`src/rtl/gdd_pkg.sv`:
```
`default_nettype none
// ----------------------------------------------------------------------------
// Gregorian day difference: shared package
// Widths, item types, calendar tables and constant-division helpers that the
// front and back parts of the day-difference block both use.
// ----------------------------------------------------------------------------
package gdd_pkg;

    // Field widths of the input and result beats.
    localparam int DAY_W    = 5;
    localparam int MONTH_W  = 4;
    localparam int YEAR_W   = 14;
    localparam int COUNT_W  = 22;

    // Derived internal widths.
    localparam int QUOT_W   = YEAR_W - 2;     // a year divided by four
    localparam int P100_W   = 7;              // (year - 1) / 100 for valid years
    localparam int DOY_W    = 9;              // day of the year, up to 366
    localparam int FRAC_W   = 12;             // p/4 - p/100 + p/400 + day of year
    localparam int SERIAL_W = COUNT_W;        // serial day number

    // Queue depths, both powers of two.
    localparam int MID_DEPTH = 4;
    localparam int MID_AW    = $clog2(MID_DEPTH);
    localparam int MID_CW    = $clog2(MID_DEPTH + 1);
    localparam int OUT_DEPTH = 4;
    localparam int OUT_AW    = $clog2(OUT_DEPTH);
    localparam int OUT_CW    = $clog2(OUT_DEPTH + 1);

    // Calendar constants.
    localparam int MONTHS = 12;
    localparam logic [MONTH_W-1:0] MONTH_JAN = 4'd1;
    localparam logic [MONTH_W-1:0] MONTH_FEB = 4'd2;
    localparam logic [MONTH_W-1:0] MONTH_DEC = 4'd12;
    localparam logic [YEAR_W-1:0]  YEAR_MAX  = 14'd9999;
    localparam logic [DAY_W-1:0]   FEB_LEAP_LEN = 5'd29;
    localparam logic [SERIAL_W-1:0] DAYS_PER_YEAR = 22'd365;

    // Division by 25 of a value below 4096.
    // Exact test: q is a multiple of 25 when (q * inverse) mod 4096 <= 163,
    // and the low bits then hold q / 25.
    localparam logic [QUOT_W-1:0] DIV25_INV = 12'd3113;
    localparam logic [QUOT_W-1:0] DIV25_MAX = 12'd163;
    // Quotient: q / 25 == (q * 2622) >> 16 for every q below 4096.
    localparam logic [QUOT_W-1:0] RECIP25       = 12'd2622;
    localparam int                RECIP25_SHIFT = 16;

    // Month lengths of a common year, January first.
    localparam logic [DAY_W-1:0] MONTH_LEN [MONTHS] = '{
        5'd31, 5'd28, 5'd31, 5'd30, 5'd31, 5'd30,
        5'd31, 5'd31, 5'd30, 5'd31, 5'd30, 5'd31
    };

    // Days of a common year that come before each month.
    localparam logic [DOY_W-1:0] DAYS_BEFORE [MONTHS] = '{
        9'd0,   9'd31,  9'd59,  9'd90,  9'd120, 9'd151,
        9'd181, 9'd212, 9'd243, 9'd273, 9'd304, 9'd334
    };

    // Input beat.
    typedef struct packed {
        logic [DAY_W-1:0]   first_day;
        logic [MONTH_W-1:0] first_month;
        logic [YEAR_W-1:0]  first_year;
        logic [DAY_W-1:0]   second_day;
        logic [MONTH_W-1:0] second_month;
        logic [YEAR_W-1:0]  second_year;
        logic               count_end_day;
    } in_item_t;

    // Result beat.
    typedef struct packed {
        logic [COUNT_W-1:0] day_count;
        logic               bad_date;
    } out_item_t;

    // One date after classification.
    typedef struct packed {
        logic                p_bad;
        logic [YEAR_W-1:0]   p;       // year - 1
        logic [P100_W-1:0]   p100;    // (year - 1) / 100
        logic [DOY_W-1:0]    doy;     // day of the year, leap day included
    } date_t;

    // Entry of the queue between front and back.
    typedef struct packed {
        date_t a;
        date_t b;
        logic  flag;
    } mid_t;

    // Occupancy of the back part.
    typedef struct packed {
        logic [OUT_CW-1:0] out_count;
        logic [1:0]        in_flight;
    } back_status_t;

    // Length of a month, zero for a month code outside the calendar.
    function automatic logic [DAY_W-1:0] month_len(input logic [MONTH_W-1:0] month,
                                                   input logic leap);
        logic [MONTH_W-1:0] idx;
        logic [DAY_W-1:0]   len;
        idx = month - MONTH_W'(1);
        len = '0;
        if (month >= MONTH_JAN && month <= MONTH_DEC) begin
            len = MONTH_LEN[idx];
        end
        if (month == MONTH_FEB && leap) begin
            len = FEB_LEAP_LEN;
        end
        return len;
    endfunction

    // Days before a month in a common year, zero for a bad month code.
    function automatic logic [DOY_W-1:0] days_before(input logic [MONTH_W-1:0] month);
        logic [MONTH_W-1:0] idx;
        logic [DOY_W-1:0]   days;
        idx  = month - MONTH_W'(1);
        days = '0;
        if (month >= MONTH_JAN && month <= MONTH_DEC) begin
            days = DAYS_BEFORE[idx];
        end
        return days;
    endfunction

endpackage
`default_nettype wire

```
`src/rtl/gdd_front.sv`:
```
`default_nettype none
// ----------------------------------------------------------------------------
// Gregorian day difference: front part
// Accepts date pairs, checks both dates, works out leap years and the
// hundred-year quotients, and stores the classified pair in a short queue.
// ----------------------------------------------------------------------------
module gdd_front (
    input  wire logic             clk,
    input  wire logic             rst_n,
    input  wire logic             push,
    input  wire gdd_pkg::in_item_t request,
    output logic                  full,
    input  wire logic             pop,
    output logic                  empty,
    output gdd_pkg::mid_t         head,
    output logic [gdd_pkg::MID_CW-1:0] level
);
    import gdd_pkg::*;

    // Classify one date: validity, year offset, century quotient, day of year.
    function automatic date_t classify(input logic [DAY_W-1:0]   day,
                                       input logic [MONTH_W-1:0] month,
                                       input logic [YEAR_W-1:0]  year);
        logic [YEAR_W-1:0]   p;
        logic [QUOT_W-1:0]   qy;
        logic [QUOT_W-1:0]   qp;
        logic [2*QUOT_W-1:0] prod_y;
        logic [2*QUOT_W-1:0] prod_p;
        logic [QUOT_W-1:0]   k;
        logic                div4;
        logic                div100;
        logic                leap;
        logic                month_ok;
        logic                year_ok;
        logic                day_ok;
        logic [DAY_W-1:0]    len;
        date_t               r;
        // Leap year: divisible by 4, and not by 100 unless by 400.
        qy     = year[YEAR_W-1:2];
        prod_y = (2*QUOT_W)'(qy) * (2*QUOT_W)'(DIV25_INV);
        k      = prod_y[QUOT_W-1:0];
        div4   = (year[1:0] == 2'b00);
        div100 = div4 && (k <= DIV25_MAX);
        leap   = div4 && (!div100 || (k[1:0] == 2'b00));
        // Range checks.
        month_ok = (month >= MONTH_JAN) && (month <= MONTH_DEC);
        year_ok  = (year != '0) && (year <= YEAR_MAX);
        len      = month_len(month, leap);
        day_ok   = (day != '0) && (day <= len);
        // Whole years before this one and their century count.
        p      = year - YEAR_W'(1);
        qp     = p[YEAR_W-1:2];
        prod_p = (2*QUOT_W)'(qp) * (2*QUOT_W)'(RECIP25);
        r.p_bad = !(month_ok && year_ok && day_ok);
        r.p     = p;
        r.p100  = prod_p[RECIP25_SHIFT+P100_W-1:RECIP25_SHIFT];
        r.doy   = days_before(month) + DOY_W'((month > MONTH_FEB) && leap) + DOY_W'(day);
        return r;
    endfunction

    mid_t              mem_reg [MID_DEPTH];
    logic [MID_AW-1:0] wr_ptr_reg;
    logic [MID_AW-1:0] wr_ptr_next;
    logic [MID_AW-1:0] rd_ptr_reg;
    logic [MID_AW-1:0] rd_ptr_next;
    logic [MID_CW-1:0] count_reg;
    logic [MID_CW-1:0] count_next;
    logic              push_ok;
    logic              pop_ok;
    mid_t              entry;

    // Classify the incoming beat.
    always_comb
    begin
        entry.a    = classify(request.first_day, request.first_month, request.first_year);
        entry.b    = classify(request.second_day, request.second_month, request.second_year);
        entry.flag = request.count_end_day;
    end

    assign full    = (count_reg == MID_CW'(MID_DEPTH));
    assign empty   = (count_reg == '0);
    assign push_ok = push && !full;
    assign pop_ok  = pop && !empty;
    assign head    = mem_reg[rd_ptr_reg];
    assign level   = count_reg;

    // Pointer and fill count updates.
    always_comb
    begin
        wr_ptr_next = push_ok ? wr_ptr_reg + MID_AW'(1) : wr_ptr_reg;
        rd_ptr_next = pop_ok ? rd_ptr_reg + MID_AW'(1) : rd_ptr_reg;
        count_next  = count_reg;
        if (push_ok && !pop_ok) begin
            count_next = count_reg + MID_CW'(1);
        end else if (pop_ok && !push_ok) begin
            count_next = count_reg - MID_CW'(1);
        end
    end

    always_ff @(posedge clk or negedge rst_n)
    begin
        if (!rst_n) begin
            wr_ptr_reg <= '0;
            rd_ptr_reg <= '0;
            count_reg  <= '0;
        end else begin
            wr_ptr_reg <= wr_ptr_next;
            rd_ptr_reg <= rd_ptr_next;
            count_reg  <= count_next;
        end
    end

    // Queue storage.
    always_ff @(posedge clk)
    begin
        if (push_ok) begin
            mem_reg[wr_ptr_reg] <= entry;
        end
    end

endmodule
`default_nettype wire

```
`src/rtl/gdd_back.sv`:
```
`default_nettype none
// ----------------------------------------------------------------------------
// Gregorian day difference: back part
// Turns classified date pairs into serial day numbers, takes the absolute
// difference, and holds the results in an output queue.
// ----------------------------------------------------------------------------
module gdd_back (
    input  wire logic               clk,
    input  wire logic               rst_n,
    input  wire logic               mid_empty,
    input  wire gdd_pkg::mid_t      mid_head,
    output logic                    mid_pop,
    output logic                    empty,
    input  wire logic               pop,
    output gdd_pkg::out_item_t      result,
    output gdd_pkg::back_status_t   status
);
    import gdd_pkg::*;

    typedef struct packed {
        logic                p_bad;
        logic                flag;
        logic [SERIAL_W-1:0] year_days_a;
        logic [FRAC_W-1:0]   frac_a;
        logic [SERIAL_W-1:0] year_days_b;
        logic [FRAC_W-1:0]   frac_b;
    } stage1_t;

    typedef struct packed {
        logic                p_bad;
        logic                flag;
        logic [SERIAL_W-1:0] serial_a;
        logic [SERIAL_W-1:0] serial_b;
    } stage2_t;

    // Day count inside the year span, without the 365-per-year part.
    function automatic logic [FRAC_W-1:0] frac_days(input date_t d);
        logic [FRAC_W-1:0] p4;
        logic [FRAC_W-1:0] p100;
        logic [FRAC_W-1:0] p400;
        p4   = FRAC_W'(d.p[YEAR_W-1:2]);
        p100 = FRAC_W'(d.p100);
        p400 = FRAC_W'(d.p100[P100_W-1:2]);
        return p4 - p100 + p400 + FRAC_W'(d.doy);
    endfunction

    stage1_t             s1_reg;
    stage1_t             s1_next;
    logic                s1_valid_reg;
    stage2_t             s2_reg;
    stage2_t             s2_next;
    logic                s2_valid_reg;
    out_item_t           mem_reg [OUT_DEPTH];
    out_item_t           res_next;
    logic [OUT_AW-1:0]   wr_ptr_reg;
    logic [OUT_AW-1:0]   wr_ptr_next;
    logic [OUT_AW-1:0]   rd_ptr_reg;
    logic [OUT_AW-1:0]   rd_ptr_next;
    logic [OUT_CW-1:0]   count_reg;
    logic [OUT_CW-1:0]   count_next;
    logic [OUT_CW:0]     committed;
    logic                issue;
    logic                pop_ok;
    logic [SERIAL_W:0]   a_minus_b;
    logic [SERIAL_W:0]   b_minus_a;
    logic [SERIAL_W-1:0] magnitude;

    // Take a pair from the queue only when the output queue has room for it
    // and for everything already in the pipeline.
    assign committed = (OUT_CW+1)'(count_reg) + (OUT_CW+1)'(s1_valid_reg)
                     + (OUT_CW+1)'(s2_valid_reg);
    assign issue     = !mid_empty && (committed < (OUT_CW+1)'(OUT_DEPTH));
    assign mid_pop   = issue;

    // Stage one: whole-year days and the fractional correction.
    always_comb
    begin
        s1_next.p_bad       = mid_head.a.p_bad || mid_head.b.p_bad;
        s1_next.flag        = mid_head.flag;
        s1_next.year_days_a = SERIAL_W'(mid_head.a.p) * DAYS_PER_YEAR;
        s1_next.frac_a      = frac_days(mid_head.a);
        s1_next.year_days_b = SERIAL_W'(mid_head.b.p) * DAYS_PER_YEAR;
        s1_next.frac_b      = frac_days(mid_head.b);
    end

    // Stage two: serial day numbers.
    always_comb
    begin
        s2_next.p_bad    = s1_reg.p_bad;
        s2_next.flag     = s1_reg.flag;
        s2_next.serial_a = s1_reg.year_days_a + SERIAL_W'(s1_reg.frac_a);
        s2_next.serial_b = s1_reg.year_days_b + SERIAL_W'(s1_reg.frac_b);
    end

    // Stage three: absolute difference plus the end-day flag.
    always_comb
    begin
        a_minus_b = {1'b0, s2_reg.serial_a} - {1'b0, s2_reg.serial_b};
        b_minus_a = {1'b0, s2_reg.serial_b} - {1'b0, s2_reg.serial_a};
        magnitude = a_minus_b[SERIAL_W] ? b_minus_a[SERIAL_W-1:0]
                                        : a_minus_b[SERIAL_W-1:0];
        res_next.bad_date  = s2_reg.p_bad;
        res_next.day_count = s2_reg.p_bad ? '0
                           : COUNT_W'(magnitude + SERIAL_W'(s2_reg.flag));
    end

    // Pipeline valid bits.
    always_ff @(posedge clk or negedge rst_n)
    begin
        if (!rst_n) begin
            s1_valid_reg <= 1'b0;
            s2_valid_reg <= 1'b0;
        end else begin
            s1_valid_reg <= issue;
            s2_valid_reg <= s1_valid_reg;
        end
    end

    // Pipeline payload.
    always_ff @(posedge clk)
    begin
        s1_reg <= s1_next;
        s2_reg <= s2_next;
    end

    // Output queue control.
    assign pop_ok = pop && !empty;
    assign empty  = (count_reg == '0);
    assign result = mem_reg[rd_ptr_reg];

    always_comb
    begin
        wr_ptr_next = s2_valid_reg ? wr_ptr_reg + OUT_AW'(1) : wr_ptr_reg;
        rd_ptr_next = pop_ok ? rd_ptr_reg + OUT_AW'(1) : rd_ptr_reg;
        count_next  = count_reg;
        if (s2_valid_reg && !pop_ok) begin
            count_next = count_reg + OUT_CW'(1);
        end else if (pop_ok && !s2_valid_reg) begin
            count_next = count_reg - OUT_CW'(1);
        end
    end

    always_ff @(posedge clk or negedge rst_n)
    begin
        if (!rst_n) begin
            wr_ptr_reg <= '0;
            rd_ptr_reg <= '0;
            count_reg  <= '0;
        end else begin
            wr_ptr_reg <= wr_ptr_next;
            rd_ptr_reg <= rd_ptr_next;
            count_reg  <= count_next;
        end
    end

    // Output queue storage.
    always_ff @(posedge clk)
    begin
        if (s2_valid_reg) begin
            mem_reg[wr_ptr_reg] <= res_next;
        end
    end

    // Occupancy report.
    always_comb
    begin
        status.out_count = count_reg;
        status.in_flight = 2'(s1_valid_reg) + 2'(s2_valid_reg);
    end

endmodule
`default_nettype wire

```
`src/rtl/gregorian_day_difference.sv`:
```
`default_nettype none
// A beat passes through the front queue, the two back pipeline stages and the output queue.
// Throughput: one date pair per cycle; the output queue and a credit count set the pace.
// The front and back queues hold four beats each; the back part stalls once its output
// queue and its two pipeline stages together hold four beats.
// Reset clears the queue pointers, fill counts and pipeline valid bits; storage is not cleared.
// ----------------------------------------------------------------------------
// Gregorian day difference: top level
// Counts the days between two Gregorian dates through a classifying front
// part and a serial-number back part joined by a short queue.
// ----------------------------------------------------------------------------
module gregorian_day_difference (
    input  wire logic               clk,
    input  wire logic               rst_n,
    input  wire logic               push,
    input  wire gdd_pkg::in_item_t  request,
    output logic                    full,
    output logic                    empty,
    input  wire logic               pop,
    output gdd_pkg::out_item_t      result
);
    import gdd_pkg::*;

    mid_t              mid_head;
    logic              mid_empty;
    logic              mid_pop;
    logic [MID_CW-1:0] mid_level;
    back_status_t      back_status;
    logic [OUT_CW:0]   back_total;

    // Front part: check and classify incoming beats.
    gdd_front u_front (
        .clk     (clk),
        .rst_n   (rst_n),
        .push    (push),
        .request (request),
        .full    (full),
        .pop     (mid_pop),
        .empty   (mid_empty),
        .head    (mid_head),
        .level   (mid_level)
    );

    // Back part: serial day numbers, difference and result queue.
    gdd_back u_back (
        .clk       (clk),
        .rst_n     (rst_n),
        .mid_empty (mid_empty),
        .mid_head  (mid_head),
        .mid_pop   (mid_pop),
        .empty     (empty),
        .pop       (pop),
        .result    (result),
        .status    (back_status)
    );

    assign back_total = (OUT_CW+1)'(back_status.out_count)
                      + (OUT_CW+1)'(back_status.in_flight);

    // A flagged date pair never carries a day count.
    a_bad_zero: assert property (@(posedge clk) disable iff (!rst_n)
        (!empty && result.bad_date) |-> (result.day_count == '0))
        else $error("bad date result with a nonzero day count");

    // The credit check never lets the output queue overflow.
    a_out_credit: assert property (@(posedge clk) disable iff (!rst_n)
        back_total <= (OUT_CW+1)'(OUT_DEPTH))
        else $error("output queue committed beyond its depth");

    // A beat taken into an empty front queue is there on the next cycle.
    a_front_fill: assert property (@(posedge clk) disable iff (!rst_n)
        (push && !full && (mid_level == '0)) |=> (mid_level == MID_CW'(1)))
        else $error("front queue lost an accepted beat");

    // The back part only pulls from the front queue when it holds something.
    a_mid_pop: assert property (@(posedge clk) disable iff (!rst_n)
        mid_pop |-> (mid_level != '0))
        else $error("back part popped an empty front queue");

endmodule
`default_nettype wire

```
`config.mk`:
```
export PLATFORM = sky130hd
export DESIGN_NAME = gregorian_day_difference
export DESIGN_NICKNAME = d
export VERILOG_FILES = /design/src/rtl/gdd_pkg.sv /design/src/rtl/gdd_front.sv /design/src/rtl/gdd_back.sv /design/src/rtl/gregorian_day_difference.sv
export SDC_FILE = /design/constraint.sdc
export NUM_CORES = 1
export LEC_CHECK = 0
export BUFFER_PORTS_ARGS = -buffer_cell sky130_fd_sc_hd__buf_2
export CORE_MARGIN = 2
export CORE_UTILIZATION = 65
export DETAILED_ROUTE_END_ITERATION = 6
export PLACE_DENSITY = 0.82
export RECOVER_POWER = 25
export SLEW_MARGIN = 15
export SYNTH_ARGS = -nofsm -noshare
export SYNTH_HDL_FRONTEND = slang
export SYNTH_HIERARCHICAL = 1
export SYNTH_SLANG_ARGS = --single-unit
```
`constraint.sdc`:
```
create_clock -name clk -period 7 [get_ports clk]
set_clock_uncertainty 0.1 [all_clocks]
set_input_delay 0.35 -clock clk [delete_from_list [all_inputs] [get_ports clk]]
set_output_delay 0.35 -clock clk [all_outputs]
set_load 0.1 [all_outputs]
```
# Yosys cells after proc, flatten, opt, wreduce, memory -nomap -nowiden
# Memory sizes are Yosys's and may differ from the RTL's.
# Cells that the tools add are included.
word_totals:
  ff_bits: 132
  n_memories: 6
  rom_bits: 448
  output_inout_bits: 25
  in_bits: 51
  ramBits: 344
  wordCells: 155
op_classes:
  n_eq_ne: 3
  mul: 6
  n_bitwise: 2
  n_reduce_logical: 52
  n_addsub: 29
  n_lt_le_gt_ge: 15
  mux: 24
memory_table:
  columns: ["memory", "words", "word_bits", "read_ports", "rd_ports_with_merged_regs", "write_ports", "line_no", "source"]
  rows:
  - ["u_front.mem_reg", 4, 63, 1, 0, 1, "gdd_front.sv:61", "mid_t mem_reg [MID_DEPTH];"]
  - ["(name not given)", 16, 9, 1, 0, 0, "gdd_pkg.sv:121", "days = DAYS_BEFORE[idx];"]
  - ["(name not given)", 16, 9, 1, 0, 0, "gdd_pkg.sv:121", null]
  - ["u_back.mem_reg", 4, 23, 1, 0, 1, "gdd_back.sv:53", "out_item_t mem_reg [OUT_DEPTH];"]
  - ["(name not given)", 16, 5, 1, 0, 0, "gdd_pkg.sv:106", "len = MONTH_LEN[idx];"]
  - ["(name not given)", 16, 5, 1, 0, 0, "gdd_pkg.sv:106", null]
op_table:
  columns: ["operator", "n"]
  rows:
  - ["$mux W9", 6]
  - ["$add A22 B12 Y22", 2]
  - ["$mul A12 B11 Y22 const B", 2]
  - ["$mul A14 B9 Y22 const B", 2]
  - ["$mux W22", 2]
  - ["$mux W5", 8]
  - ["$le A14 B14 Y1 const B", 2]
  - ["$reduce_bool A14 Y1", 2]
  - ["$sub A14 B1 Y14 const B", 2]
  - ["$logic_and A1 B1 Y1", 26]
  - ["$add A12 B5 Y12", 2]
  - ["$add A12 B9 Y12", 2]
  - ["$le A12 B8 Y1 const B", 2]
  - ["$mul A12 B11 Y12 const B", 2]
  - ["$sub A12 B7 Y12", 2]
  - ["$sub A22 B22 Y23", 1]
  - ["$add A22 B1 Y22", 1]
  - ["$sub A22 B22 Y22", 1]
  - ["$add A9 B1 Y9", 2]
  - ["$add A9 B5 Y9", 2]
  - ["$mux W3", 4]
  - ["$logic_not A1 Y1", 11]
  - ["$ge A5 B5 Y1 const B", 2]
  - ["$le A5 B5 Y1", 2]
  - ["19 further kinds", 41]

# Longest topological paths before layout
depth:
  depth_word: 12
  depth_mapped: 23
  mapped_depth_nobuf: 23

# Modules after synthesis
# The synthesis kept the hierarchy.
modules_own_cells:
  columns: ["mod", "n_inst", "cells_per_inst", "area_per_inst_um2", "seq_area_each_um2"]
  rows:
  - ["gdd_front", 1, 1343, 17987.3, 7742.4]
  - ["gdd_back", 1, 1697, 17111.4, 5310.1]

# Worst setup path before layout
# OpenSTA, ideal clock, no wires.
synth_timing:
  path_type: "input port to flip-flop"
  startpoint: "input request[29] (netlist name)"
  endpoint: "memory u_front/mem_reg[0][44] (netlist name) (data pin)"
  t_required_ns: 6.625
  path_buffers: 0
  path_stages: 21
  setup_ns: 0.275
  path_slack_ns: 0.765
  arrival_ns: 5.860
  cell_sequence: "or4_4 or4_2 xnor2_1 inv_1 fa_1 inv_1 ha_1 inv_1 fa_1 inv_1 fa_1 inv_1 fa_1 inv_1 ha_1 a21oi_1 nor2_1 a211oi_1 a21boi_0 o31ai_1 xnor2_1"
synth_lines:
  columns: ["item", "line_no", "source"]
  rows:
  - ["start: declaration", "gregorian_day_difference.sv:16", "input wire gdd_pkg::in_item_t request,"]
  - ["end: declaration", "gdd_front.sv:61", null]

==> run summary <==
The flow ran to the end, but the final reports show violations. The checks that failed: capacitance limit, slew limit. The first global-routing pass estimated 123000 um of wire. The cell family contributing the most delay on the critical path is adder cells. The time the worst path needs with I/O delays and setup came out at 6.54 ns. The hold slack came out at 0.0389 ns. After detailed routing, the average wire length per cell comes to 19.3 um. The detail route stage leaves a number of antenna-violating nets equal to 0. The remaining max-slew budget at the tightest pin is -0.184.

The DRC marker count from the first detailed-route iteration is 1463. The startpoint class of the critical path is an input pin. The number of antenna violations at the first check in global routing is 1. The number of gates resized after CTS was 0. Static timing analysis puts the maximum clock frequency at 0.153 GHz.

The worst hold path class is in -> reg. The total of buffers placed on input and output ports is 75. After clock tree synthesis, the setup repair step added 0 buffers. The final-report hold violation count came out at 0. The chip width is 236 um. At the end of routability-driven placement, the weighted congestion stood at 0.934.

The worst stage delay on the critical path came out at 0.92 ns. The count of antenna diodes in the layout is 0. The TritonCTS buffer count is 47. Together, buffers and inverters on the worst path number 8. The mean area per synthesized cell came out at 11.5 um^2.

At the pin with the least slew margin, the transition time is 1.78 ns. Across every metal layer, demand over resource in global routing totals 0.275. The starting density of the core came out at 0.655. The top-level I/O count came out at 76. Row generation in the floorplan step produced 85 rows. The total core area came out at 0.0536 mm^2. Clock-pin slew was measured on the worst setup and hold paths at 0.06 ns.

Setup repair after global routing left no endpoint under its margin. The top fanout value on the critical path came out at 9. The number of maximum-capacitance constraint violations came out at 4.

The largest net degree at the start of global routing is 64. Setup violations remaining at the end of the flow were counted as 0. In this run, post-CTS hold repair placed 3 buffers.

The net count after synthesis is 3763. The clock insertion delay at the later pin of the skew report came out at 0.60 ns. The wire length reported by the detailed router is 74900 um. Among all stages on the critical path, the largest delay is contributed by sky130_fd_sc_hd__xnor2_1. TritonCTS built the clock tree.

Counting stages on the worst path, the most repeated cell is sky130_fd_sc_hd__inv_1. By startpoint and endpoint, the worst setup path is classified as in -> reg. The layout overhead on the synthesized area came out at 7.95%. The final max-slew violation count came out at 96. The first-pass iteration count of the detailed router is 5. The TritonCTS sink count came out at 476.

The clock tree root driver cell is sky130_fd_sc_hd__clkbuf_16. Of the cells placed in the final design, the portion with a size suffix greater than 1 is 0.0945. The critical path capture point type is a flop. The via count came out at 22800. The detailed-placement wirelength estimate is 55900 um.

The finished layout holds 3872 standard cells, fillers aside. The total instance count after detailed placement came out at 3781. The arrival time of data at the critical path endpoint came out at 6.75 ns. Of the available clock period, the critical path in the final layout requires 0.935. The total die area is 0.0559 mm^2. The maximum count of clock buffers along a single path is 3. In the routed design, unresolved DRC markers number 0.

The die outline height came out at 236 um. For this run, the number of Yosys warnings is 6. After the last flow step, the layout net total stands at 3861. The detail-routed via count per cell came out at 5.88. The cell count after synthesis is 3039.

The number of H-tree branching levels is 2. The sum of overflow across all layers after global routing came out at 0. The via count of the first global-routing pass came out at 24000.

The flip-flop count of the largest register, all copies and words added is 252. The cell area after technology mapping is 0.0351 mm^2. The signal on the critical path passes through clkbuf_1, inv_1, ha_1, nand2_1, nor2_1, xnor2_1, inv_1, fa_1, inv_1, ha_1, inv_1, fa_1, inv_1, fa_1, inv_1, fa_1, inv_1, ha_1, a21oi_1, nor2_1, a211oi_1, a21boi_0, o31ai_1, xnor2_1.

For the worst setup path, the data required time is 7.21 ns.
-- per-stage QoR --
step | setup TNS (ns) | util | cell area, um^2 | worst slack [ns]
floorplan | 0 | - | 35100 | 0.765
global placement | 0 | 0.677 | 36300 | 0.255
detailed placement | -0.0860 | 0.677 | 36300 | -0.0215
CTS | 0 | 0.708 | 38000 | 0.596
global route | 0 | 0.707 | 37900 | 0.0949
finish | 0 | 0.707 | 37900 | 0.457
-- worst paths after layout --
path,startpoint,to,slack (ns),depth (start not counted)
worst max-delay path,request[26],u_front/mem_reg[2][44],0.46,24
worst min-delay path,request[24],u_front/mem_reg[2][48],0.04,2
worst max register to register,u_front/rd_ptr_reg[0],u_back/s1_reg[33],0.75,19
worst min register to register,u_back/s1_reg[68],u_back/s2_reg[44],0.23,0
max in group asynchronous,rst_n,u_front/rd_ptr_reg[0],5.87,2
min in group asynchronous,rst_n,u_back/s2_valid_reg,0.29,2
-- routing by layer --
layer,GRT usage,part of all wire
met1,0.354,0.41
met2,0.488,0.50
met3,0.0303,0.052
met4,0.0928,0.034
met5,0,0.00017
-- final cells by class --
| type | count | area [um^2] |
|---|---|---|
| flip-flops and latches | 476 | 13100 |
| clock buffers | 57 | 1230 |
| repair buffers | 109 | 569 |
| multi-input cells | 1925 | 19600 |
| fillers | 3623 | 15700 |
| clock inverters | 31 | 388 |
| well taps | 696 | 871 |
| inverters | 578 | 2170 |
-- cells in the final DEF, fill, tap and decap left out, types with 9 or more instances in the layout --
cell,count
sky130_fd_sc_hd__nand3_1,45
sky130_fd_sc_hd__clkbuf_16,47
sky130_fd_sc_hd__dfrtp_1,14
sky130_fd_sc_hd__a21oi_1,119
sky130_fd_sc_hd__fa_1,211
sky130_fd_sc_hd__nor3_1,38
sky130_fd_sc_hd__o21a_1,25
sky130_fd_sc_hd__o21bai_1,21
sky130_fd_sc_hd__o211ai_1,12
sky130_fd_sc_hd__nor4_1,14
sky130_fd_sc_hd__o22ai_1,10
sky130_fd_sc_hd__clkbuf_1,31
sky130_fd_sc_hd__nand2b_1,21
sky130_fd_sc_hd__ha_1,462
sky130_fd_sc_hd__nor2_1,130
sky130_fd_sc_hd__mux2i_1,10
sky130_fd_sc_hd__nand2_1,80
sky130_fd_sc_hd__inv_1,578
sky130_fd_sc_hd__and3_1,13
sky130_fd_sc_hd__nor2b_1,32
sky130_fd_sc_hd__o31ai_1,13
sky130_fd_sc_hd__and2_1,19
sky130_fd_sc_hd__xor2_1,57
sky130_fd_sc_hd__or3_1,11
sky130_fd_sc_hd__o21ai_0,94
sky130_fd_sc_hd__a21boi_0,20
sky130_fd_sc_hd__mux4_2,86
sky130_fd_sc_hd__xnor2_1,138
sky130_fd_sc_hd__a211oi_1,27
sky130_fd_sc_hd__buf_4,15
sky130_fd_sc_hd__buf_2,68
sky130_fd_sc_hd__nand4_1,19
sky130_fd_sc_hd__a31oi_1,9
sky130_fd_sc_hd__edfxtp_1,344
sky130_fd_sc_hd__dfxtp_1,116
sky130_fd_sc_hd__a21o_1,43
Power is not shown: default switching activity piles up to over one toggle a cycle in this logic, so the estimate is an artifact.
